`config.mk`:
```
export PLATFORM = sky130hd
export DESIGN_NAME = worst_fit_block_allocator_top
export DESIGN_NICKNAME = d
export VERILOG_FILES = /design/src/rtl/core/wfba_pkg.sv /design/src/rtl/core/worst_fit_block_allocator_top.sv /design/src/rtl/core/wfba_cell.sv
export VERILOG_INCLUDE_DIRS = /design/src /design/src/rtl/core
export SDC_FILE = /design/constraint.sdc
export NUM_CORES = 2
export LEC_CHECK = 0
export BUFFER_PORTS_ARGS = -buffer_cell sky130_fd_sc_hd__buf_2
export CAP_MARGIN = 20
export CORE_UTILIZATION = 45
export DETAILED_ROUTE_END_ITERATION = 16
export PLACE_DENSITY = 0.64
export SETUP_SLACK_MARGIN = 0.2
export SYNTH_ARGS = -nofsm -noshare
export SYNTH_HDL_FRONTEND = slang
export SYNTH_HIERARCHICAL = 1
export SYNTH_SLANG_ARGS = --single-unit
```
`constraint.sdc`:
```
create_clock -name clk -period 4.2 [get_ports clk]
set_input_delay 0.21 -clock clk [delete_from_list [all_inputs] [get_ports clk]]
set_output_delay 0.21 -clock clk [all_outputs]
set_load 0.005 [all_outputs]
```
`src/rtl/core/worst_fit_block_allocator_top_defines.svh`:
```
// ----------------------------------------------------------------------------
// Worst-fit block allocator assertion macros
// Concurrent check helpers, clocked on clk and disabled while rst_n is low.
// ----------------------------------------------------------------------------
`ifndef WORST_FIT_BLOCK_ALLOCATOR_TOP_DEFINES_SVH
`define WORST_FIT_BLOCK_ALLOCATOR_TOP_DEFINES_SVH

`ifndef SYNTHESIS
// antecedent implies consequent in the same cycle
`define WFBA_ASSERT_IMP(lbl, ante, cons, msg) \
  lbl: assert property (@(posedge clk) disable iff (!rst_n) (ante) |-> (cons)) \
    else $error(msg);
// antecedent implies consequent in the next cycle
`define WFBA_ASSERT_NXT(lbl, ante, cons, msg) \
  lbl: assert property (@(posedge clk) disable iff (!rst_n) (ante) |=> (cons)) \
    else $error(msg);
`else
`define WFBA_ASSERT_IMP(lbl, ante, cons, msg)
`define WFBA_ASSERT_NXT(lbl, ante, cons, msg)
`endif

`endif

```
`src/rtl/core/wfba_pkg.sv`:
```
// ----------------------------------------------------------------------------
// Worst-fit block allocator package
// Shared command codes, field widths and the cell control bundle.
// ----------------------------------------------------------------------------
package wfba_pkg;

  localparam int IDX_PORT_W  = 4;
  localparam int SIZE_PORT_W = 16;
  localparam int CNT_W       = 5;
  localparam int SUM_W       = 20;

  localparam logic [SUM_W-1:0] SUM_MAX = {SUM_W{1'b1}};

  localparam logic CMD_LOAD  = 1'b0;
  localparam logic CMD_ALLOC = 1'b1;

  // broadcast operations from the controller to every cell
  typedef struct packed {
    logic load;
    logic mark;
    logic clear;
  } cell_ctl_t;

endpackage

```
`src/rtl/core/worst_fit_block_allocator_top.sv`:
```
// ----------------------------------------------------------------------------
// Worst-fit block allocator top level
// Block size table in a chain of cells searched by a travelling token.
// ----------------------------------------------------------------------------
// Usage:
//   Input channel (in_valid / in_stall): command 0 loads size_value into
//   entry entry_index; command 1 requests a block larger than size_value.
//   Result channel (out_valid / out_stall): one item per input item with the
//   grant flag, index, fragment and the running fragment total.
//   cfg_wr_en / cfg_wr_data set block_count; write it only while idle.
// Flow:
//   A load writes its entry on acceptance; the finish state answers it.
//   A request's search token walks the cell chain one cell per cycle, then
//   the scan state commits the mark and total and the finish state presents
//   the result. One item is in work at a time; the next is taken once the
//   result is registered, even if it still waits at the output.
// Reset: every block size is zero, every block free, total and block_count
//   zero. While out_stall is high the result holds and the block finishes
//   at most the next item, then holds in_stall high.
// ----------------------------------------------------------------------------
`include "worst_fit_block_allocator_top_defines.svh"

module worst_fit_block_allocator_top #(
  parameter int MAX_BLOCKS = 16,
  parameter int SIZE_BITS  = 16
) (
  input  logic                                 clk,
  input  logic                                 rst_n,
  input  logic                                 cfg_wr_en,
  input  logic [wfba_pkg::CNT_W-1:0]           cfg_wr_data,
  input  logic                                 in_valid,
  output logic                                 in_stall,
  input  logic                                 in_command,
  input  logic [wfba_pkg::IDX_PORT_W-1:0]      in_entry_index,
  input  logic [wfba_pkg::SIZE_PORT_W-1:0]     in_size_value,
  input  logic                                 in_last_request,
  output logic                                 out_valid,
  input  logic                                 out_stall,
  output logic                                 out_granted,
  output logic [wfba_pkg::IDX_PORT_W-1:0]      out_granted_index,
  output logic [wfba_pkg::SIZE_PORT_W-1:0]     out_fragment,
  output logic [wfba_pkg::SUM_W-1:0]           out_total_fragment
);

  localparam int IDX_W = (MAX_BLOCKS > 2) ? $clog2(MAX_BLOCKS) : 1;
  localparam int AW    = (IDX_W > wfba_pkg::IDX_PORT_W) ? IDX_W : wfba_pkg::IDX_PORT_W;
  localparam int CW    = (IDX_W + 1 > wfba_pkg::CNT_W) ? IDX_W + 1 : wfba_pkg::CNT_W;
  localparam int ADD_W = ((SIZE_BITS > wfba_pkg::SUM_W) ? SIZE_BITS : wfba_pkg::SUM_W) + 1;

  typedef enum logic [1:0] {
    ST_IDLE,
    ST_SCAN,
    ST_FINISH
  } state_t;

  state_t                          state_r, state_nxt;
  logic [wfba_pkg::CNT_W-1:0]      blk_cnt_r, blk_cnt_nxt;
  logic [wfba_pkg::SUM_W-1:0]      sum_r, sum_nxt;
  logic                            last_r, last_nxt;
  logic                            t0_valid_r, t0_valid_nxt;
  logic [SIZE_BITS-1:0]            t0_req_r, t0_req_nxt;
  logic                            res_granted_r, res_granted_nxt;
  logic [wfba_pkg::IDX_PORT_W-1:0] res_idx_r, res_idx_nxt;
  logic [wfba_pkg::SIZE_PORT_W-1:0] res_frag_r, res_frag_nxt;
  logic [wfba_pkg::SUM_W-1:0]      res_total_r, res_total_nxt;
  logic                            out_valid_r, out_valid_nxt;
  logic                            out_granted_r, out_granted_nxt;
  logic [wfba_pkg::IDX_PORT_W-1:0] out_idx_r, out_idx_nxt;
  logic [wfba_pkg::SIZE_PORT_W-1:0] out_frag_r, out_frag_nxt;
  logic [wfba_pkg::SUM_W-1:0]      out_total_r, out_total_nxt;

  wfba_pkg::cell_ctl_t             ctl;
  logic [AW-1:0]                   wr_addr;
  logic [SIZE_BITS-1:0]            req_size;
  logic [IDX_W-1:0]                mark_addr;
  logic                            in_accept;

  logic [MAX_BLOCKS:0]             tok_valid;
  logic [MAX_BLOCKS:0]             tok_found;
  logic [IDX_W-1:0]                tok_idx  [MAX_BLOCKS+1];
  logic [SIZE_BITS-1:0]            tok_best [MAX_BLOCKS+1];
  logic [SIZE_BITS-1:0]            tok_req  [MAX_BLOCKS+1];
  logic [MAX_BLOCKS-1:0]           cell_en;

  logic [SIZE_BITS-1:0]            frag;
  logic [ADD_W-1:0]                sum_ext;
  logic [wfba_pkg::SUM_W-1:0]      sum_new;

  assign in_stall  = (state_r != ST_IDLE);
  assign in_accept = in_valid && !in_stall;
  assign wr_addr   = AW'(in_entry_index);
  assign req_size  = SIZE_BITS'(in_size_value);
  assign mark_addr = tok_idx[MAX_BLOCKS];

  // chain entry: fresh token, nothing found yet
  assign tok_valid[0] = t0_valid_r;
  assign tok_found[0] = 1'b0;
  assign tok_idx[0]   = '0;
  assign tok_best[0]  = '0;
  assign tok_req[0]   = t0_req_r;

  assign frag    = tok_best[MAX_BLOCKS] - tok_req[MAX_BLOCKS];
  assign sum_ext = ADD_W'(sum_r) + ADD_W'(frag);
  assign sum_new = (sum_ext > ADD_W'(wfba_pkg::SUM_MAX)) ? wfba_pkg::SUM_MAX
                                                         : wfba_pkg::SUM_W'(sum_ext);

  for (genvar i = 0; i < MAX_BLOCKS; i++) begin : g_cell
    assign cell_en[i] = (CW'(i) < CW'(blk_cnt_r));

    wfba_cell #(
      .SIZE_BITS (SIZE_BITS),
      .IDX_W     (IDX_W),
      .AW        (AW),
      .CELL_IDX  (i)
    ) u_cell (
      .clk           (clk),
      .rst_n         (rst_n),
      .ctl           (ctl),
      .wr_addr       (wr_addr),
      .wr_data       (req_size),
      .mark_addr     (mark_addr),
      .en            (cell_en[i]),
      .tok_valid_in  (tok_valid[i]),
      .tok_found_in  (tok_found[i]),
      .tok_idx_in    (tok_idx[i]),
      .tok_best_in   (tok_best[i]),
      .tok_req_in    (tok_req[i]),
      .tok_valid_out (tok_valid[i+1]),
      .tok_found_out (tok_found[i+1]),
      .tok_idx_out   (tok_idx[i+1]),
      .tok_best_out  (tok_best[i+1]),
      .tok_req_out   (tok_req[i+1])
    );
  end

  always_comb begin
    state_nxt       = state_r;
    blk_cnt_nxt     = cfg_wr_en ? cfg_wr_data : blk_cnt_r;
    sum_nxt         = sum_r;
    last_nxt        = last_r;
    t0_valid_nxt    = 1'b0;
    t0_req_nxt      = t0_req_r;
    res_granted_nxt = res_granted_r;
    res_idx_nxt     = res_idx_r;
    res_frag_nxt    = res_frag_r;
    res_total_nxt   = res_total_r;
    out_valid_nxt   = out_valid_r && out_stall;
    out_granted_nxt = out_granted_r;
    out_idx_nxt     = out_idx_r;
    out_frag_nxt    = out_frag_r;
    out_total_nxt   = out_total_r;
    ctl             = '0;

    unique case (state_r)
      ST_IDLE: begin
        if (in_accept) begin
          if (in_command == wfba_pkg::CMD_LOAD) begin
            ctl.load        = 1'b1;
            res_granted_nxt = 1'b0;
            res_idx_nxt     = '0;
            res_frag_nxt    = '0;
            res_total_nxt   = sum_r;
            state_nxt       = ST_FINISH;
          end else begin
            t0_valid_nxt = 1'b1;
            t0_req_nxt   = req_size;
            last_nxt     = in_last_request;
            state_nxt    = ST_SCAN;
          end
        end
      end
      ST_SCAN: begin
        if (tok_valid[MAX_BLOCKS]) begin
          if (tok_found[MAX_BLOCKS]) begin
            ctl.mark        = 1'b1;
            res_granted_nxt = 1'b1;
            res_idx_nxt     = wfba_pkg::IDX_PORT_W'(tok_idx[MAX_BLOCKS]);
            res_frag_nxt    = wfba_pkg::SIZE_PORT_W'(frag);
            res_total_nxt   = sum_new;
            sum_nxt         = sum_new;
          end else begin
            res_granted_nxt = 1'b0;
            res_idx_nxt     = '0;
            res_frag_nxt    = '0;
            res_total_nxt   = sum_r;
          end
          // end of batch: drop all marks and the total after answering
          if (last_r) begin
            ctl.clear = 1'b1;
            sum_nxt   = '0;
          end
          state_nxt = ST_FINISH;
        end
      end
      ST_FINISH: begin
        if (!out_valid_r || !out_stall) begin
          out_valid_nxt   = 1'b1;
          out_granted_nxt = res_granted_r;
          out_idx_nxt     = res_idx_r;
          out_frag_nxt    = res_frag_r;
          out_total_nxt   = res_total_r;
          state_nxt       = ST_IDLE;
        end
      end
      default: state_nxt = ST_IDLE;
    endcase
  end

  always_ff @(posedge clk) begin
    if (!rst_n) begin
      state_r     <= ST_IDLE;
      blk_cnt_r   <= '0;
      sum_r       <= '0;
      t0_valid_r  <= 1'b0;
      out_valid_r <= 1'b0;
    end else begin
      state_r     <= state_nxt;
      blk_cnt_r   <= blk_cnt_nxt;
      sum_r       <= sum_nxt;
      t0_valid_r  <= t0_valid_nxt;
      out_valid_r <= out_valid_nxt;
    end
    last_r        <= last_nxt;
    t0_req_r      <= t0_req_nxt;
    res_granted_r <= res_granted_nxt;
    res_idx_r     <= res_idx_nxt;
    res_frag_r    <= res_frag_nxt;
    res_total_r   <= res_total_nxt;
    out_granted_r <= out_granted_nxt;
    out_idx_r     <= out_idx_nxt;
    out_frag_r    <= out_frag_nxt;
    out_total_r   <= out_total_nxt;
  end

  assign out_valid          = out_valid_r;
  assign out_granted        = out_granted_r;
  assign out_granted_index  = out_idx_r;
  assign out_fragment       = out_frag_r;
  assign out_total_fragment = out_total_r;

  `WFBA_ASSERT_IMP(a_one_token, 1'b1, $countones(tok_valid) <= 1, "more than one search token")
  `WFBA_ASSERT_IMP(a_token_in_scan, tok_valid != '0, state_r == ST_SCAN, "token outside scan")
  `WFBA_ASSERT_NXT(a_req_launch, in_accept && (in_command == wfba_pkg::CMD_ALLOC), tok_valid[0], "request not launched")
  `WFBA_ASSERT_IMP(a_total_covers_frag, out_valid_r && out_granted_r, out_total_r >= wfba_pkg::SUM_W'(out_frag_r), "total below fragment")

endmodule

```
`src/rtl/core/wfba_cell.sv`:
```
// ----------------------------------------------------------------------------
// Worst-fit allocator cell
// Holds one block size and its used mark; compares the passing search token
// against its block and hands the updated token to the next cell.
// ----------------------------------------------------------------------------
module wfba_cell #(
  parameter int SIZE_BITS = 16,
  parameter int IDX_W     = 4,
  parameter int AW        = 4,
  parameter int CELL_IDX  = 0
) (
  input  logic                 clk,
  input  logic                 rst_n,
  input  wfba_pkg::cell_ctl_t  ctl,
  input  logic [AW-1:0]        wr_addr,
  input  logic [SIZE_BITS-1:0] wr_data,
  input  logic [IDX_W-1:0]     mark_addr,
  input  logic                 en,
  input  logic                 tok_valid_in,
  input  logic                 tok_found_in,
  input  logic [IDX_W-1:0]     tok_idx_in,
  input  logic [SIZE_BITS-1:0] tok_best_in,
  input  logic [SIZE_BITS-1:0] tok_req_in,
  output logic                 tok_valid_out,
  output logic                 tok_found_out,
  output logic [IDX_W-1:0]     tok_idx_out,
  output logic [SIZE_BITS-1:0] tok_best_out,
  output logic [SIZE_BITS-1:0] tok_req_out
);

  logic [SIZE_BITS-1:0] size_r, size_nxt;
  logic                 used_r, used_nxt;
  logic                 valid_r;
  logic                 found_r, found_nxt;
  logic [IDX_W-1:0]     idx_r, idx_nxt;
  logic [SIZE_BITS-1:0] best_r, best_nxt;
  logic [SIZE_BITS-1:0] req_r;
  logic                 take;

  // strict compare keeps ties at the lower index
  assign take = en && !used_r && (size_r > tok_req_in) &&
                (!tok_found_in || (size_r > tok_best_in));

  always_comb begin
    size_nxt = size_r;
    if (ctl.load && (wr_addr == AW'(CELL_IDX))) begin
      size_nxt = wr_data;
    end
    used_nxt = used_r;
    if (ctl.clear) begin
      used_nxt = 1'b0;
    end else if (ctl.mark && (mark_addr == IDX_W'(CELL_IDX))) begin
      used_nxt = 1'b1;
    end
    found_nxt = tok_found_in | take;
    idx_nxt   = take ? IDX_W'(CELL_IDX) : tok_idx_in;
    best_nxt  = take ? size_r : tok_best_in;
  end

  always_ff @(posedge clk) begin
    if (!rst_n) begin
      size_r  <= '0;
      used_r  <= 1'b0;
      valid_r <= 1'b0;
    end else begin
      size_r  <= size_nxt;
      used_r  <= used_nxt;
      valid_r <= tok_valid_in;
    end
    found_r <= found_nxt;
    idx_r   <= idx_nxt;
    best_r  <= best_nxt;
    req_r   <= tok_req_in;
  end

  assign tok_valid_out = valid_r;
  assign tok_found_out = found_r;
  assign tok_idx_out   = idx_r;
  assign tok_best_out  = best_r;
  assign tok_req_out   = req_r;

endmodule

```
==> qor.yml <==
synth:
  synth-adder-area-share: 0.1459
  async_flop_share: 0
  synth.distinct_cells: 74
  syn_avg_cell_area_um2: 10.84
  synthMuxAreaShare: 0.1244
  synth_compound_area_frac: 0.08700
  synth_cells: 4337
  synth_top_family_by_area: "adder cells"
  synth_seq_cells: 1008
  yosysSeqAreaShare: 0.4504
  synthSimpleGateAreaFrac: 0.1293
  yosysWarningCount: 6
  synth-main-ff-cell: "dfxtp_1"
  syn_area_um2: 47000
  yosys.area_share.xor_xnor: 0.005377
  synth_edf_count: 99
placement:
  dpl.hpwl_um: 80450
  gp_congestion: 0.8513
  dpl_cell_area_um2: 48980
  port_buffers: 74
clock_network:
  h-tree-depth: 3
  numCtsBuffers: 105
  cts.sinks: 1008
  clockRootBuffer: "clkbuf_16"
  clkLatencyLatePin_ps: 670
  clkTransAtPathRegs_ps: 60
  clockBufferDepth: 3
  tritoncts: "built"
grt:
  grt_pass1_vias: 30580
  grt_antenna_before_repair: 6
  grt_use_total: 0.2077
  grt_max_degree: 99
  overflow: 0
  grt_pass1_wl_um: 173800
setup_path:
  critPathKind: "reg2reg"
  max_stage_delay_ps: 380
  slowest_stage: "ha_1"
  crit_path_max_fanout: 5
  crit_arrival_ps: 4280
  cp_top_family: "compound AO/OA/AOI/OAI gates"
  crit_buf_inv: 1
  cp_common_cell: "ha_1"
  path_cells: "inv_1 > ha_1 > nor2b_1 > o31a_1 > o41ai_4 > nor2b_4 > o21bai_1 > xor2_1 > ha_1 > o211ai_1 > o21ai_1 > nand3_1 > nor4_2 > o21ai_2 > nor3_1 > mux2_1"
  end_kind: "flop"
  startpoint_type: "flop"
  r2r_slack_ps: 350
  worstPathRequired_ps: 4630
timing:
  hold_viol: 0
  rsz0062_at_grt: "yes"
  slew_viol_final: 0
  clock-skew-final_ps: 21.88
  fmax_mhz: 259.5
  slew-limit-headroom: 0.3668
  tightest_slew_ps: 949.9
  finalSetupViolCount: 0
  period_needed_ps: 3854
  min_period_over_period: 0.9175
  setup_tns_ps: 0
floorplanning:
  initial_core_util: 0.4541
  rows: 118
  fp.dieH_um: 325.2
  core_region_area_um2: 103500
  die_w_um: 325.2
  die-area_um2: 105700
  ioPinCount: 75
power_and_ir_drop:
  power.density_nw_per_um2: 404.9
  ir_drop_mv: 0.3198
  leakage_nw: 25.02
  finalPower_mw: 21.40
detailed_routing:
  drtPass1Iterations: 5
  drt-total-wl_um: 110000
  viasPerCell: 5.110
  wire_per_inst_um: 18.38
  drc: 0
  first_iter_violations: 1490
  antenna_left: 0
  via_count: 30580
worst_hold_path:
  hold_path_class: "in2reg"
finish:
  fin_area_um2: 52860
  fillerInstances: 9100
  fin_nets: 5097
  layout-drive-gt1-share: 0.1501
  area_growth_pct: 12.46
  n_antenna_cell: 0
run_status:
  status: "completed"
job:
  cap_violations: 0
[state kept, by name (all words and copies together) (netlist names)]
register,cells
state_r,2
g_cell.u_cell/tok_req_out,256
res_total_r,20
g_cell.u_cell/tok_valid_out,16
out_valid,1
g_cell.u_cell/tok_found_out,16
g_cell.u_cell/tok_idx_out,64
res_granted_r,1
res_frag_r,16
g_cell.u_cell/size_r,256
t0_req_r,16
sum_r,20
g_cell.u_cell/tok_best_out,256
blk_cnt_r,5
last_r,1
out_total_fragment,20
out_granted_index,4
out_granted,1
out_fragment,16
t0_valid_r,1
res_idx_r,4
g_cell.u_cell/used_r,16
[cells in the final DEF, fill, tap and decap left out, drive strengths merged, types with 19 or more instances in the layout]
master and count:
a21boi 64, a21o 26, a21oi 212, a31oi 31
and2 82, and3 51, buf 115, clkbuf 149
clkinv 24, conb 39, dfxtp 909, edfxtp 99
ha 545, inv 563, mux2 258, mux2i 198
nand2 288, nand2b 58, nand3 82, nand4 72
nor2 97, nor2b 233, nor3 25, nor3b 20
nor4 20, o211ai 20, o21ai 69, or2 19
[tightest hold or removal path: cells and delay by family]
family | cells | cell delay, ps
compound gates | 1 | 80
buf+inv | 1 | 290
simple gates | 1 | 130
[layer usage]
| layer | up-vias | global-route usage | routed length, um |
|---|---|---|---|
| li1 | 15290 | - | - |
| met1 | 14610 | 0.2704 | 50140 |
| met2 | 486 | 0.3577 | 53110 |
| met3 | 185 | 0.02884 | 4267 |
| met4 | 8 | 0.05712 | 2420 |
| met5 | - | 0 | 45 |
[cells in the mapped netlist, types with 11 or more instances]
master	instances	area, um2
nand3_1	82	410.4
ha_1	545	6819
a22oi_1	18	135.1
nand4_4	16	340.3
a221oi_1	16	140.1
a211oi_1	17	127.6
nor2b_1	233	1458
a221o_1	17	170.2
a21boi_1	13	97.59
o21ai_1	22	110.1
dfxtp_1	909	18200
o221ai_2	16	240.2
nor3_1	25	125.1
mux2i_1	198	1982
o21ai_0	46	230.2
nand2_1	288	1081
nand2b_2	16	140.1
a21oi_1	212	1061
clkbuf_1	45	168.9
o21a_1	11	82.58
a31oi_1	15	93.84
buf_6	32	360.4
and3_1	51	319.1
a21o_1	26	195.2
a31oi_2	16	200.2
nor3b_1	20	150.1
nand2b_1	42	262.8
or2_2	18	112.6
mux2_4	256	3844
nor4_2	16	200.2
edfxtp_1	99	2973
o2111ai_1	16	140.1
inv_1	557	2091
xor2_1	17	148.9
a21boi_0	51	382.9
a311o_1	16	160.2
nand4_2	16	200.2
o211ai_1	20	150.1
nand4_1	40	250.2
and2_0	16	100.1
nor2_1	97	364.1
and2_1	66	412.9
buf_2	15	75.07
[path summary, 6_finish.rpt]
check        depth (start not counted)                                end                         startpoint
max                                 16                    res_total_r[18]   g_cell[15].u_cell/tok_req_out[1]
min                                  3         g_cell[0].u_cell/size_r[3]                   in_size_value[3]
min reg2reg                          0  g_cell[15].u_cell/tok_req_out[15]  g_cell[14].u_cell/tok_req_out[15]
max reg2reg                         16                    res_total_r[18]   g_cell[15].u_cell/tok_req_out[1]
[layout make-up]
class | instances | area, um2 | area share
Clock buffer | 148 | 3009 | 0.05693
Tap cell | 1380 | 1727 | 0.03267
Inverter | 559 | 2098 | 0.03970
Timing Repair Buffer | 128 | 854.6 | 0.01617
Clock inverter | 46 | 643.1 | 0.01217
Sequential cell | 1008 | 21170 | 0.4005
Multi-Input combinational cell | 2716 | 23360 | 0.4419
[per-stage QoR]
| step | util | setup slack, ps | hold WS [ps] | cells |
|---|---|---|---|---|
| after global placement | 0.4731 | 311.0 | 338.8 | 5775 |
| after CTS | 0.5097 | 224.0 | 58.33 | 5982 |
| after floorplan | - | 653.8 | 308.9 | 4375 |
| after global routing | 0.5107 | 75.88 | 72.64 | 5985 |
| final | 0.5107 | 346.3 | 105.4 | 5985 |
| after detailed placement | 0.4733 | 251.8 | 336.8 | 5776 |
[kinds of logic after synthesis]
| family | after synthesis |
|---|---|
| adder cells (fa/ha/maj) | 547 |
| other | 1 |
| AND/OR/NAND/NOR | 1060 |
| multiplexers | 456 |
| AO/OA/AOI/OAI | 586 |
| XOR/XNOR | 28 |
| buffers and inverters | 651 |
| flip-flops | 1008 |
[timing repair]
action	4_1_cts	5_1_grt
hold endpoints to repair	8	0
setup endpoints to repair	0	36
resized for setup	0	10
hold buffers	12	0
setup buffers	0	1
[report_power, final]
group | switching (mW) | total, mW | internal, mW
clock network | 3.87 | 9.67 | 5.80
logic | 0.780 | 1.41 | 0.631
registers | 0.248 | 10.3 | 10.1
(Power assumes the default switching activity.)
